File: config.mk
export PLATFORM = sky130hd
export DESIGN_NAME = wash_cycle_sequencer_core
export DESIGN_NICKNAME = d
export VERILOG_FILES = /design/src/sv/wcs_pkg.sv /design/src/sv/wcs_step.sv /design/src/sv/wash_cycle_sequencer_core.sv
export VERILOG_INCLUDE_DIRS = /design/src /design/src/sv
export SDC_FILE = /design/constraint.sdc
export NUM_CORES = 1
export LEC_CHECK = 0
export ABC_AREA = 1
export BUFFER_PORTS_ARGS = -buffer_cell sky130_fd_sc_hd__buf_4
export CAP_MARGIN = 25
export CORE_UTILIZATION = 53
export CTS_CLUSTER_DIAMETER = 150
export CTS_CLUSTER_SIZE = 40
export DETAILED_ROUTE_END_ITERATION = 8
export MAX_ROUTING_LAYER = met4
export PLACE_DENSITY = 0.82
export SYNTH_ARGS = -nofsm -noshare
export SYNTH_HDL_FRONTEND = slang
export SYNTH_SLANG_ARGS = --single-unit
File: constraint.sdc
create_clock -name clock -period 2.6 [get_ports clock]
set_clock_uncertainty 0.1 [all_clocks]
set_input_delay 0.13 -clock clock [delete_from_list [all_inputs] [get_ports clock]]
set_output_delay 0.13 -clock clock [all_outputs]
set_load 0.01 [all_outputs]
File: src/sv/wash_cycle_sequencer_core_assert.svh
// Assertion macros used by the sequencer core RTL.
`ifndef WASH_CYCLE_SEQUENCER_CORE_ASSERT_SVH
`define WASH_CYCLE_SEQUENCER_CORE_ASSERT_SVH

// Same-cycle implication, disabled during reset.
`define WCS_ASSERT_NOW(label, clk, rst, ante, cons, msg) \
   label: assert property (@(posedge clk) disable iff (rst) (ante) |-> (cons)) \
      else $error(msg);

// Next-cycle implication, disabled during reset.
`define WCS_ASSERT_NEXT(label, clk, rst, ante, cons, msg) \
   label: assert property (@(posedge clk) disable iff (rst) (ante) |=> (cons)) \
      else $error(msg);

`endif

File: src/sv/wcs_pkg.sv
package wcs_pkg;

   // Command codes carried in the op field.
   localparam logic [1:0] OP_NONE  = 2'd0;
   localparam logic [1:0] OP_START = 2'd1;
   localparam logic [1:0] OP_PAUSE = 2'd2;
   localparam logic [1:0] OP_OFF   = 2'd3;

   // Run mode codes.
   localparam logic [1:0] MODE_OFF   = 2'd0;
   localparam logic [1:0] MODE_START = 2'd1;
   localparam logic [1:0] MODE_PAUSE = 2'd2;

   // Stage codes.
   localparam logic [3:0] ST_IDLE   = 4'd0;
   localparam logic [3:0] ST_FILL1  = 4'd1;
   localparam logic [3:0] ST_HEAT   = 4'd2;
   localparam logic [3:0] ST_WASHR  = 4'd3;
   localparam logic [3:0] ST_WASHL  = 4'd4;
   localparam logic [3:0] ST_DRAIN1 = 4'd5;
   localparam logic [3:0] ST_FILL2  = 4'd6;
   localparam logic [3:0] ST_RINSER = 4'd7;
   localparam logic [3:0] ST_RINSEL = 4'd8;
   localparam logic [3:0] ST_DRAIN2 = 4'd9;

   // Display codes.
   localparam logic [2:0] DISP_IDLE   = 3'd0;
   localparam logic [2:0] DISP_FILL   = 3'd1;
   localparam logic [2:0] DISP_HEAT   = 3'd2;
   localparam logic [2:0] DISP_WASH   = 3'd3;
   localparam logic [2:0] DISP_DRAIN  = 3'd4;
   localparam logic [2:0] DISP_RINSE  = 3'd5;
   localparam logic [2:0] DISP_PAUSED = 3'd6;
   localparam logic [2:0] DISP_ERROR  = 3'd7;

   // Dial codes; any other setting keeps the current spin count.
   localparam logic [1:0] DIAL_COTTON = 2'd0;
   localparam logic [1:0] DIAL_WOOL   = 2'd1;
   localparam logic [1:0] DIAL_KEEP   = 2'd2;

   // Actuator bit positions.
   localparam int ACT_DOOR   = 0;
   localparam int ACT_VALVE  = 1;
   localparam int ACT_HEATER = 2;
   localparam int ACT_PUMP   = 3;
   localparam int ACT_HATCH  = 4;

   // Spin durations and motor duties.
   localparam logic [5:0] WASH_TICKS_COTTON = 6'd40;
   localparam logic [5:0] WASH_TICKS_WOOL   = 6'd20;
   localparam logic [7:0] SPEED_WASH        = 8'd128;
   localparam logic [7:0] SPEED_RINSE       = 8'd255;

   // Configuration register indexes and reset values.
   localparam logic [1:0]  CSR_FILL_TIMEOUT = 2'd0;
   localparam logic [1:0]  CSR_HEAT_TIMEOUT = 2'd1;
   localparam logic [1:0]  CSR_TARGET_TEMP  = 2'd2;
   localparam logic [15:0] FILL_TIMEOUT_RST = 16'd600;
   localparam logic [15:0] HEAT_TIMEOUT_RST = 16'd1200;
   localparam logic [7:0]  TARGET_TEMP_RST  = 8'd40;

   typedef struct packed {
      logic [1:0] op;
      logic       drum_full;
      logic       water_empty;
      logic [7:0] water_temperature;
      logic [1:0] dial;
   } req_type;

   typedef struct packed {
      logic [3:0]  current_stage;
      logic [2:0]  display_code;
      logic        door_lock;
      logic        water_valve;
      logic        heater;
      logic        pump;
      logic        detergent_hatch;
      logic [7:0]  motor_speed;
      logic        motor_left;
      logic        fault;
      logic        error_led;
      logic [15:0] elapsed_ticks;
   } rsp_type;

   typedef struct packed {
      logic [15:0] fill_timeout;
      logic [15:0] heat_timeout;
      logic [7:0]  target_temperature;
   } cfg_type;

   typedef struct packed {
      logic [1:0]  run_mode;
      logic        in_process;
      logic [3:0]  stage;
      logic [15:0] stage_time;
      logic [5:0]  wash_ticks;
      logic        error_latched;
      logic        blink_phase;
      logic [4:0]  actuators;
      logic [7:0]  motor_speed;
      logic        motor_left;
      logic [2:0]  display;
   } seq_state_type;

endpackage

File: src/sv/wcs_step.sv
module wcs_step (
   input  wcs_pkg::cfg_type       cfg,
   input  wcs_pkg::seq_state_type cur,
   input  wcs_pkg::req_type       req,
   output wcs_pkg::seq_state_type nxt,
   output wcs_pkg::rsp_type       rsp
);

   logic [15:0] tick_next;
   logic [7:0]  spin_speed;
   logic        spin_left;
   logic [2:0]  spin_disp;
   logic        spin_hatch;
   logic [3:0]  spin_after;
   logic        led;

   // Stage timer advanced by one tick, wrapping at 16 bits.
   assign tick_next = cur.stage_time + 16'd1;

   // Per-stage settings of the four spin stages.
   always_comb begin
      spin_speed = wcs_pkg::SPEED_WASH;
      spin_left  = 1'b0;
      spin_disp  = wcs_pkg::DISP_WASH;
      spin_hatch = 1'b0;
      spin_after = wcs_pkg::ST_WASHL;
      case (cur.stage)
         wcs_pkg::ST_WASHR: begin
            spin_hatch = 1'b1;
         end
         wcs_pkg::ST_WASHL: begin
            spin_left  = 1'b1;
            spin_after = wcs_pkg::ST_DRAIN1;
         end
         wcs_pkg::ST_RINSER: begin
            spin_speed = wcs_pkg::SPEED_RINSE;
            spin_disp  = wcs_pkg::DISP_RINSE;
            spin_after = wcs_pkg::ST_RINSEL;
         end
         wcs_pkg::ST_RINSEL: begin
            spin_speed = wcs_pkg::SPEED_RINSE;
            spin_left  = 1'b1;
            spin_disp  = wcs_pkg::DISP_RINSE;
            spin_after = wcs_pkg::ST_DRAIN2;
         end
         default: begin
         end
      endcase
   end

   // One tick of the cycle: command, stage step, off handling, fault override.
   always_comb begin
      nxt = cur;
      led = 1'b0;

      unique case (req.op)
         wcs_pkg::OP_START: nxt.run_mode = wcs_pkg::MODE_START;
         wcs_pkg::OP_PAUSE: nxt.run_mode = wcs_pkg::MODE_PAUSE;
         wcs_pkg::OP_OFF:   nxt.run_mode = wcs_pkg::MODE_OFF;
         default: begin
         end
      endcase

      if (!cur.error_latched) begin
         if (nxt.run_mode == wcs_pkg::MODE_START || cur.in_process) begin
            unique case (cur.stage) inside
               wcs_pkg::ST_IDLE: begin
                  nxt.stage      = wcs_pkg::ST_FILL1;
                  nxt.stage_time = '0;
               end
               wcs_pkg::ST_FILL1, wcs_pkg::ST_FILL2: begin
                  nxt.stage_time = tick_next;
                  if (tick_next >= cfg.fill_timeout) begin
                     nxt.error_latched = 1'b1;
                  end
                  nxt.display    = wcs_pkg::DISP_FILL;
                  nxt.in_process = 1'b1;
                  if (cur.stage == wcs_pkg::ST_FILL1) begin
                     nxt.actuators[wcs_pkg::ACT_DOOR] = 1'b1;
                  end
                  nxt.actuators[wcs_pkg::ACT_VALVE] = 1'b1;
                  if (req.drum_full) begin
                     nxt.actuators[wcs_pkg::ACT_VALVE] = 1'b0;
                     nxt.stage      = (cur.stage == wcs_pkg::ST_FILL1) ?
                                      wcs_pkg::ST_HEAT : wcs_pkg::ST_RINSER;
                     nxt.in_process = 1'b0;
                     nxt.stage_time = '0;
                  end
               end
               wcs_pkg::ST_HEAT: begin
                  nxt.stage_time = tick_next;
                  if (tick_next >= cfg.heat_timeout) begin
                     nxt.error_latched = 1'b1;
                  end
                  nxt.in_process = 1'b1;
                  nxt.display    = wcs_pkg::DISP_HEAT;
                  nxt.actuators[wcs_pkg::ACT_HEATER] = 1'b1;
                  if (req.water_temperature >= cfg.target_temperature) begin
                     nxt.actuators[wcs_pkg::ACT_HEATER] = 1'b0;
                     nxt.stage      = wcs_pkg::ST_WASHR;
                     nxt.in_process = 1'b0;
                     nxt.stage_time = '0;
                  end
               end
               wcs_pkg::ST_WASHR, wcs_pkg::ST_WASHL,
               wcs_pkg::ST_RINSER, wcs_pkg::ST_RINSEL: begin
                  nxt.stage_time = tick_next;
                  if (tick_next < {10'd0, cur.wash_ticks}) begin
                     nxt.in_process  = 1'b1;
                     nxt.display     = spin_disp;
                     nxt.motor_speed = spin_speed;
                     nxt.motor_left  = spin_left;
                     if (spin_hatch) begin
                        nxt.actuators[wcs_pkg::ACT_HATCH] = 1'b1;
                     end
                  end else begin
                     nxt.motor_speed = '0;
                     nxt.motor_left  = 1'b0;
                     if (spin_hatch) begin
                        nxt.actuators[wcs_pkg::ACT_HATCH] = 1'b0;
                     end
                     nxt.stage      = spin_after;
                     nxt.in_process = 1'b0;
                     nxt.stage_time = '0;
                  end
               end
               wcs_pkg::ST_DRAIN1, wcs_pkg::ST_DRAIN2: begin
                  nxt.stage_time = tick_next;
                  if (tick_next >= cfg.fill_timeout) begin
                     nxt.error_latched = 1'b1;
                  end
                  nxt.in_process = 1'b1;
                  nxt.display    = wcs_pkg::DISP_DRAIN;
                  nxt.actuators[wcs_pkg::ACT_PUMP] = 1'b1;
                  if (req.water_empty) begin
                     nxt.actuators[wcs_pkg::ACT_PUMP] = 1'b0;
                     nxt.in_process = 1'b0;
                     nxt.stage_time = '0;
                     if (cur.stage == wcs_pkg::ST_DRAIN1) begin
                        nxt.stage = wcs_pkg::ST_FILL2;
                     end else begin
                        nxt.stage    = wcs_pkg::ST_IDLE;
                        nxt.run_mode = wcs_pkg::MODE_OFF;
                     end
                  end
               end
               default: begin
               end
            endcase
         end else if (nxt.run_mode == wcs_pkg::MODE_PAUSE) begin
            nxt.display = wcs_pkg::DISP_PAUSED;
         end
      end

      // Off mode releases the door and samples the dial.
      if (nxt.run_mode == wcs_pkg::MODE_OFF) begin
         nxt.display = wcs_pkg::DISP_IDLE;
         nxt.actuators[wcs_pkg::ACT_DOOR] = 1'b0;
         if (req.dial == wcs_pkg::DIAL_COTTON) begin
            nxt.wash_ticks = wcs_pkg::WASH_TICKS_COTTON;
         end else if (req.dial == wcs_pkg::DIAL_WOOL) begin
            nxt.wash_ticks = wcs_pkg::WASH_TICKS_WOOL;
         end
      end

      // A latched fault forces everything off and blinks the LED.
      if (nxt.error_latched) begin
         nxt.display     = wcs_pkg::DISP_ERROR;
         led             = cur.blink_phase;
         nxt.actuators   = '0;
         nxt.motor_speed = '0;
         nxt.motor_left  = 1'b0;
         nxt.blink_phase = ~cur.blink_phase;
      end
   end

   // Result word built from the updated state.
   always_comb begin
      rsp.current_stage   = nxt.stage;
      rsp.display_code    = nxt.display;
      rsp.door_lock       = nxt.actuators[wcs_pkg::ACT_DOOR];
      rsp.water_valve     = nxt.actuators[wcs_pkg::ACT_VALVE];
      rsp.heater          = nxt.actuators[wcs_pkg::ACT_HEATER];
      rsp.pump            = nxt.actuators[wcs_pkg::ACT_PUMP];
      rsp.detergent_hatch = nxt.actuators[wcs_pkg::ACT_HATCH];
      rsp.motor_speed     = nxt.motor_speed;
      rsp.motor_left      = nxt.motor_left;
      rsp.fault           = nxt.error_latched;
      rsp.error_led       = led;
      rsp.elapsed_ticks   = nxt.stage_time;
   end

endmodule

File: src/sv/wash_cycle_sequencer_core.sv
// A word accepted on req is held in the input register, stepped through the state
// update, and presented on rsp from the result register.
// Throughput: one word per cycle while rsp_stall does not hold the result register;
// the combinational state update between the input and result registers sets that figure.
// Reset: synchronous, active high; returns the cycle to idle with all actuators
// off, clears the fault, and loads the default timeouts and target temperature.
`include "wash_cycle_sequencer_core_assert.svh"

module wash_cycle_sequencer_core (
   input  logic             clock,
   input  logic             reset,
   input  logic             req_valid,
   output logic             req_stall,
   input  wcs_pkg::req_type req_data,
   output logic             rsp_valid,
   input  logic             rsp_stall,
   output wcs_pkg::rsp_type rsp_data,
   input  logic             csr_valid,
   output logic             csr_ready,
   input  logic [1:0]       csr_index,
   input  logic [15:0]      csr_data
);

   logic                   in_valid_ff;
   wcs_pkg::req_type       in_data_ff;
   logic                   out_valid_ff;
   wcs_pkg::rsp_type       out_data_ff;
   wcs_pkg::seq_state_type state_ff;
   wcs_pkg::seq_state_type state_in;
   wcs_pkg::rsp_type       rsp_in;
   wcs_pkg::cfg_type       cfg_ff;
   logic                   step_go;

   // The held word moves on when the result register is free or being drained.
   assign step_go   = in_valid_ff && (!out_valid_ff || !rsp_stall);
   assign req_stall = in_valid_ff && !step_go;
   assign csr_ready = 1'b1;
   assign rsp_valid = out_valid_ff;
   assign rsp_data  = out_data_ff;

   wcs_step u_step (
      .cfg (cfg_ff),
      .cur (state_ff),
      .req (in_data_ff),
      .nxt (state_in),
      .rsp (rsp_in)
   );

   // Input register.
   always_ff @(posedge clock) begin
      if (reset) begin
         in_valid_ff <= 1'b0;
      end else if (!req_stall) begin
         in_valid_ff <= req_valid;
      end
   end

   always_ff @(posedge clock) begin
      if (!req_stall && req_valid) begin
         in_data_ff <= req_data;
      end
   end

   // Result register.
   always_ff @(posedge clock) begin
      if (reset) begin
         out_valid_ff <= 1'b0;
      end else if (step_go) begin
         out_valid_ff <= 1'b1;
      end else if (!rsp_stall) begin
         out_valid_ff <= 1'b0;
      end
   end

   always_ff @(posedge clock) begin
      if (step_go) begin
         out_data_ff <= rsp_in;
      end
   end

   // Sequencer state, updated once per word.
   always_ff @(posedge clock) begin
      if (reset) begin
         state_ff.run_mode      <= wcs_pkg::MODE_OFF;
         state_ff.in_process    <= 1'b0;
         state_ff.stage         <= wcs_pkg::ST_IDLE;
         state_ff.stage_time    <= '0;
         state_ff.wash_ticks    <= '0;
         state_ff.error_latched <= 1'b0;
         state_ff.blink_phase   <= 1'b0;
         state_ff.actuators     <= '0;
         state_ff.motor_speed   <= '0;
         state_ff.motor_left    <= 1'b0;
         state_ff.display       <= wcs_pkg::DISP_IDLE;
      end else if (step_go) begin
         state_ff <= state_in;
      end
   end

   // Configuration registers.
   always_ff @(posedge clock) begin
      if (reset) begin
         cfg_ff.fill_timeout       <= wcs_pkg::FILL_TIMEOUT_RST;
         cfg_ff.heat_timeout       <= wcs_pkg::HEAT_TIMEOUT_RST;
         cfg_ff.target_temperature <= wcs_pkg::TARGET_TEMP_RST;
      end else if (csr_valid && csr_ready) begin
         unique case (csr_index)
            wcs_pkg::CSR_FILL_TIMEOUT: cfg_ff.fill_timeout       <= csr_data;
            wcs_pkg::CSR_HEAT_TIMEOUT: cfg_ff.heat_timeout       <= csr_data;
            wcs_pkg::CSR_TARGET_TEMP:  cfg_ff.target_temperature <= csr_data[7:0];
            default: begin
            end
         endcase
      end
   end

   // A latched fault survives until reset.
   `WCS_ASSERT_NEXT(a_fault_sticky, clock, reset, state_ff.error_latched,
                    state_ff.error_latched, "fault cleared without reset")

   // Stage codes above the final drain are never entered.
   `WCS_ASSERT_NOW(a_stage_range, clock, reset, 1'b1,
                   state_ff.stage <= wcs_pkg::ST_DRAIN2, "stage code out of range")

   // A faulted result never drives an actuator or the motor.
   `WCS_ASSERT_NOW(a_fault_outputs_off, clock, reset, rsp_valid && rsp_data.fault,
                   !rsp_data.door_lock && !rsp_data.water_valve && !rsp_data.heater &&
                   !rsp_data.pump && !rsp_data.detergent_hatch &&
                   rsp_data.motor_speed == 8'd0, "actuator on while faulted")

   // Every state update leaves a result word behind.
   `WCS_ASSERT_NEXT(a_step_fills_output, clock, reset, step_go, out_valid_ff,
                    "stepped word missing from result register")

endmodule

### Word-level counts from Yosys, hierarchy flattened

Cells that the tools add are included.

* flip-flop bits (word level): 143
* bits of input ports: 37
* output and inout bits: 42
* word-level logic and storage cells: 135

* add/subtract/negate cells: 1
* $lt $le $gt $ge: 4
* equality and inequality tests: 18
* mux-type cells: 50
* bitwise gates (word level): 2
* reductions and logical operators: 27

Operator list (number)
* $pmux W20 S5: 1
* $mux W23: 3
* $mux W21: 2
* $mux W17: 2
* $ge A16 B16 Y1: 2
* $mux W3: 7
* $mux W1: 20
* $mux W20: 1
* $mux W9: 2
* $add A16 B1 Y16 const B: 1
* $eq A4 B3 Y1 const B: 4
* $lt A16 B6 Y1: 1
* $mux W14: 1
* $mux W6: 2
* $pmux W3 S4: 1
* $pmux W4 S3: 1
* $eq A2 B1 Y1 const B: 4
* $eq A2 B2 Y1 const B: 4
* $eq A4 B2 Y1 const B: 2
* $eq A4 B4 Y1 const B: 2
* $ge A8 B8 Y1: 1
* $reduce_and A2 Y1: 4
* $reduce_or A2 Y1: 4
* $reduce_or A4 Y1: 2
* other kinds (17): 28

### Depth between registers and ports, before layout

* depth after elaboration: 10
* mapped depth: 21
* gate-level depth less buffers: 20

### Modules after synthesis

From an unflattened synthesis, not the netlist that was laid out.

* cells, all modules: 1130
* area, all modules: 8478.1 um^2

By module, submodules not included
* wash_cycle_sequencer_core: instances 1, cells each 576, area each 5416.4 um^2
* wcs_step: instances 1, cells each 554, area each 3061.7 um^2

### Worst setup path after synthesis

OpenSTA, ideal clock, no wires.

* path kind: reg2reg
* start point: register state_ff[25] (netlist name)
* end point: register out_data_ff, in the netlist rsp_data[32], data pin
* library setup time: 253 ps
* arrival: 2486 ps
* path slack: -239 ps
* stages on the path, launching flop included: 17
* buffers on the path: 1
* path through: dfxtp_1 -> ha_1 -> nand2_1 -> nor2_2 -> xor2_1 -> ha_1 -> nand4_1 -> inv_1 -> nand2_1 -> o211ai_1 -> nand3_1 -> nand4_1 -> nand2_1 -> nand2_1 -> a21oi_4 -> buf_6 -> nand2_1

RTL lines
* start, declared: line wash_cycle_sequencer_core.sv:28 `wcs_pkg::seq_state_type state_ff;`
* start signal, assigned: line wash_cycle_sequencer_core.sv:96 `state_ff <= state_in;`
* end signal, assigned: line wash_cycle_sequencer_core.sv:77 `out_data_ff <= rsp_in;`
* end, declared: line wash_cycle_sequencer_core.sv:27 `wcs_pkg::rsp_type out_data_ff;`

==> results.tsv <==
metric	value	unit
outcome	finished with violations	
violations	setup timing	
synth.cell_area	7380	µm²
initial_utilization	55.0	%
multiInputGateArea	3850	µm²
hpwl	12700	µm
yosys.cell_types.count	43	
place_congestion	0.946	
regToRegSetupSlack	-0.42	ns
dieArea	14400	µm²
required	2.68	ns
fill_cells	879	
slew_violations	0	
cts.clk_slew.worst_paths	0.06	ns
yosysWarnings	0	
hp-class	primary input to register	
final_area	10200	µm²
start_kind	register	
end_kind	register	
antenna_found_initial	0	
finalSetupViolCount	78	
vias	7040	
postLayoutSetupSlackWorst	-0.424	ns
timing.final.crit_period	3.02	ns
detailed_place.area	8650	µm²
io_buffer_count	77	
cts_tree	yes	
pin_count	79	
grt_first_pass_wirelength	32400	µm
clockBufferDepth	2	
avgSynthCellArea	8.11	µm²
maxCapViolations	0	
synth-edff-count	53	
cp.arrival	3.11	ns
rsz0062_at_grt	true	
synthArstFlopShare	0	%
max_slew.worst_pin.slew	0.708	ns
ys_seq_area_share	44.9	%
wl_per_cell	16.3	µm
cts-root-buf	clkbuf_16	
p_leak	4.76	nW
grt_start_max_net_pins	77	
grt_pass1_vias	6719	
path_max_fanout	5	
ys_ff_latch	139	
clkLatencyLatePin	0.43	ns
synthFlopType	dfxtp_1	
numCtsBuffers	17	
diodes	0	
syn_nets	989	
max-slew-margin-rel	52.8	%
final.setup.tns	-23.32	ns
nNetsFinal	1175	
dr.pass1.iters	5	
grt_overflow	0	
synthCells	910	
ir_worst_vdd	0.363	mV
power_density	588	nW/µm²
drive_gt1_share	33.0	%
path_class	register to register	
remaining_drc_errors	0	
vias_per_cell	5.48	
coreArea	13400	µm²
wirelength	21000	µm
area_growth	38.9	%
cts.sinks	139	
cts.htree.levels	4	
die_height	120	µm
postRouteAntennaNets	0	
die_w	120	µm
max_freq	0.331	GHz
hold_viol_final	0	
ff_latch_area	3340	µm²
rows	42	
grt_util_all_layers	29.9	%
first_iter_violations	652	
fin_crit_sh	116	%
Yosys cell counts, types with 2 or more instances:
cell type  number  area [µm²]
a211oi_1        3        22.5
a21o_1          3        22.5
a21oi_1        76         380
buf_2           4        20.0
buf_4           2        15.0
clkbuf_1       20        75.1
clkinv_1        2        7.51
dfxtp_1        86        1720
edfxtp_1       53        1590
ha_1           42         526
inv_1         156         586
inv_2           3        11.3
nand2_1       161         604
nand2_2        18         113
nand2_4         6        67.6
nand3_1        39         195
nand3_2        11         110
nand4_1        13        81.3
nor2_1         40         150
nor2_2          4        25.0
nor2_4          6        67.6
nor3_1         18        90.1
o211ai_1       12        90.1
o21ai_0        87         435
o21ai_1         7        35.0
o21bai_1       16         120
o22ai_1         2        12.5
xor2_1          5        43.8
per-stage QoR:
stage / hold slack (ns) / total power [mW] / worst slack, ns / cells / util, %
finish: 0.0685 / 6.02 / -0.424 / 1285 / 76.4
global route: 0.0875 / 6.25 / -0.534 / 1285 / 76.4
CTS: 0.0470 / 5.91 / -0.319 / 1276 / 74.0
detailed placement: 0.209 / 3.49 / -0.363 / 1200 / 64.6
global placement: 0.209 / 3.46 / -0.312 / 1200 / 64.6
floorplan: 0.129 / 3.11 / -0.0110 / 910 / -
cell usage in the layout, fill, tap and decap left out, types with 9 or more instances in the layout:
cell type,count
a21oi_1,67
a21oi_2,9
buf_4,149
clkbuf_16,21
dfxtp_1,75
dlygate4sd3_1,33
edfxtp_1,53
ha_1,33
inv_1,136
inv_2,20
nand2_1,127
nand2_2,37
nand2_4,21
nand3_1,29
nand3_2,19
nand4_1,13
nor2_1,32
nor2_4,10
nor3_1,11
o211ai_1,12
o21ai_0,83
o21bai_1,16
power by group:
group          internal (mW)  total (mW)  switching (mW)  leakage (nW)
Clock                   1.38        2.32           0.936         0.273
Sequential              2.40        2.48          0.0747          1.23
Combinational          0.517        1.23           0.711          3.26
Total                   4.30        6.02            1.72          4.76
what timing repair did:
| action | 4_1_cts | 5_1_grt |
|---|---|---|
| hold buffers | 33 | 0 |
| setup buffers | 8 | 12 |
| gates cloned | 3 | 1 |
| hold endpoints to repair | 61 | 0 |
| setup endpoints to repair | 78 | 80 |
| resized for setup | 69 | 84 |
| pin swaps | 10 | 39 |
sequential cells by signal, summed over array words and instances, names as in the netlist:
| register | count |
|---|---|
| cfg_ff | 40 |
| in_valid_ff | 1 |
| rsp_data | 39 |
| rsp_valid | 1 |
| in_data_ff | 14 |
| state_ff | 44 |
final timing paths:
| path | end | from | cells past startpoint |
|---|---|---|---|
| max reg2reg | rsp_data[32] | state_ff[26] | 18 |
| min | cfg_ff[30] | csr_index[0] | 5 |
| max | rsp_data[32] | state_ff[26] | 18 |
| min reg2reg | cfg_ff[17] | cfg_ff[17] | 2 |
layer usage:
layer	up-vias	wire length, µm	GRT usage, %
li1	3383	-	-
met1	3310	8800	36.9
met2	294	10100	47.2
met3	53	1530	6.18
met4	0	540	13.3
met5	-	0	-
cells by family after synthesis:
kind of cell	count (synthesis)	share of synthesized area, %
other cells	1	0.0508
compound gates	212	16.1
simple gates	320	21.0
buf+inv	191	10.3
xor+xnor	5	0.594
fa+ha+maj	42	7.12
flops	139	44.9
critical path, stage by stage, from the launching register on:
cell,delay [ns]
dfxtp_4,0.39
ha_4,0.16
nand2_4,0.07
nor2_4,0.13
buf_6,0.12
nand3_2,0.08
nand2_1,0.09
and2_4,0.16
inv_4,0.05
ha_4,0.21
inv_4,0.07
nor3_2,0.05
a211oi_2,0.17
nand4_1,0.21
nand2_1,0.12
nand2_2,0.08
a21oi_4,0.26
buf_6,0.19
nand2_2,0.06
final cells by class:
class	instances	share of cell area (%)
Multi-Input combinational cell	581	37.6
Sequential cell	139	32.6
Timing Repair Buffer	195	16.0
Inverter	162	6.06
Clock buffer	23	5.00
Tap cell	176	2.15
Clock inverter	9	0.586
Note: power is estimated with default switching activity, not from simulation.
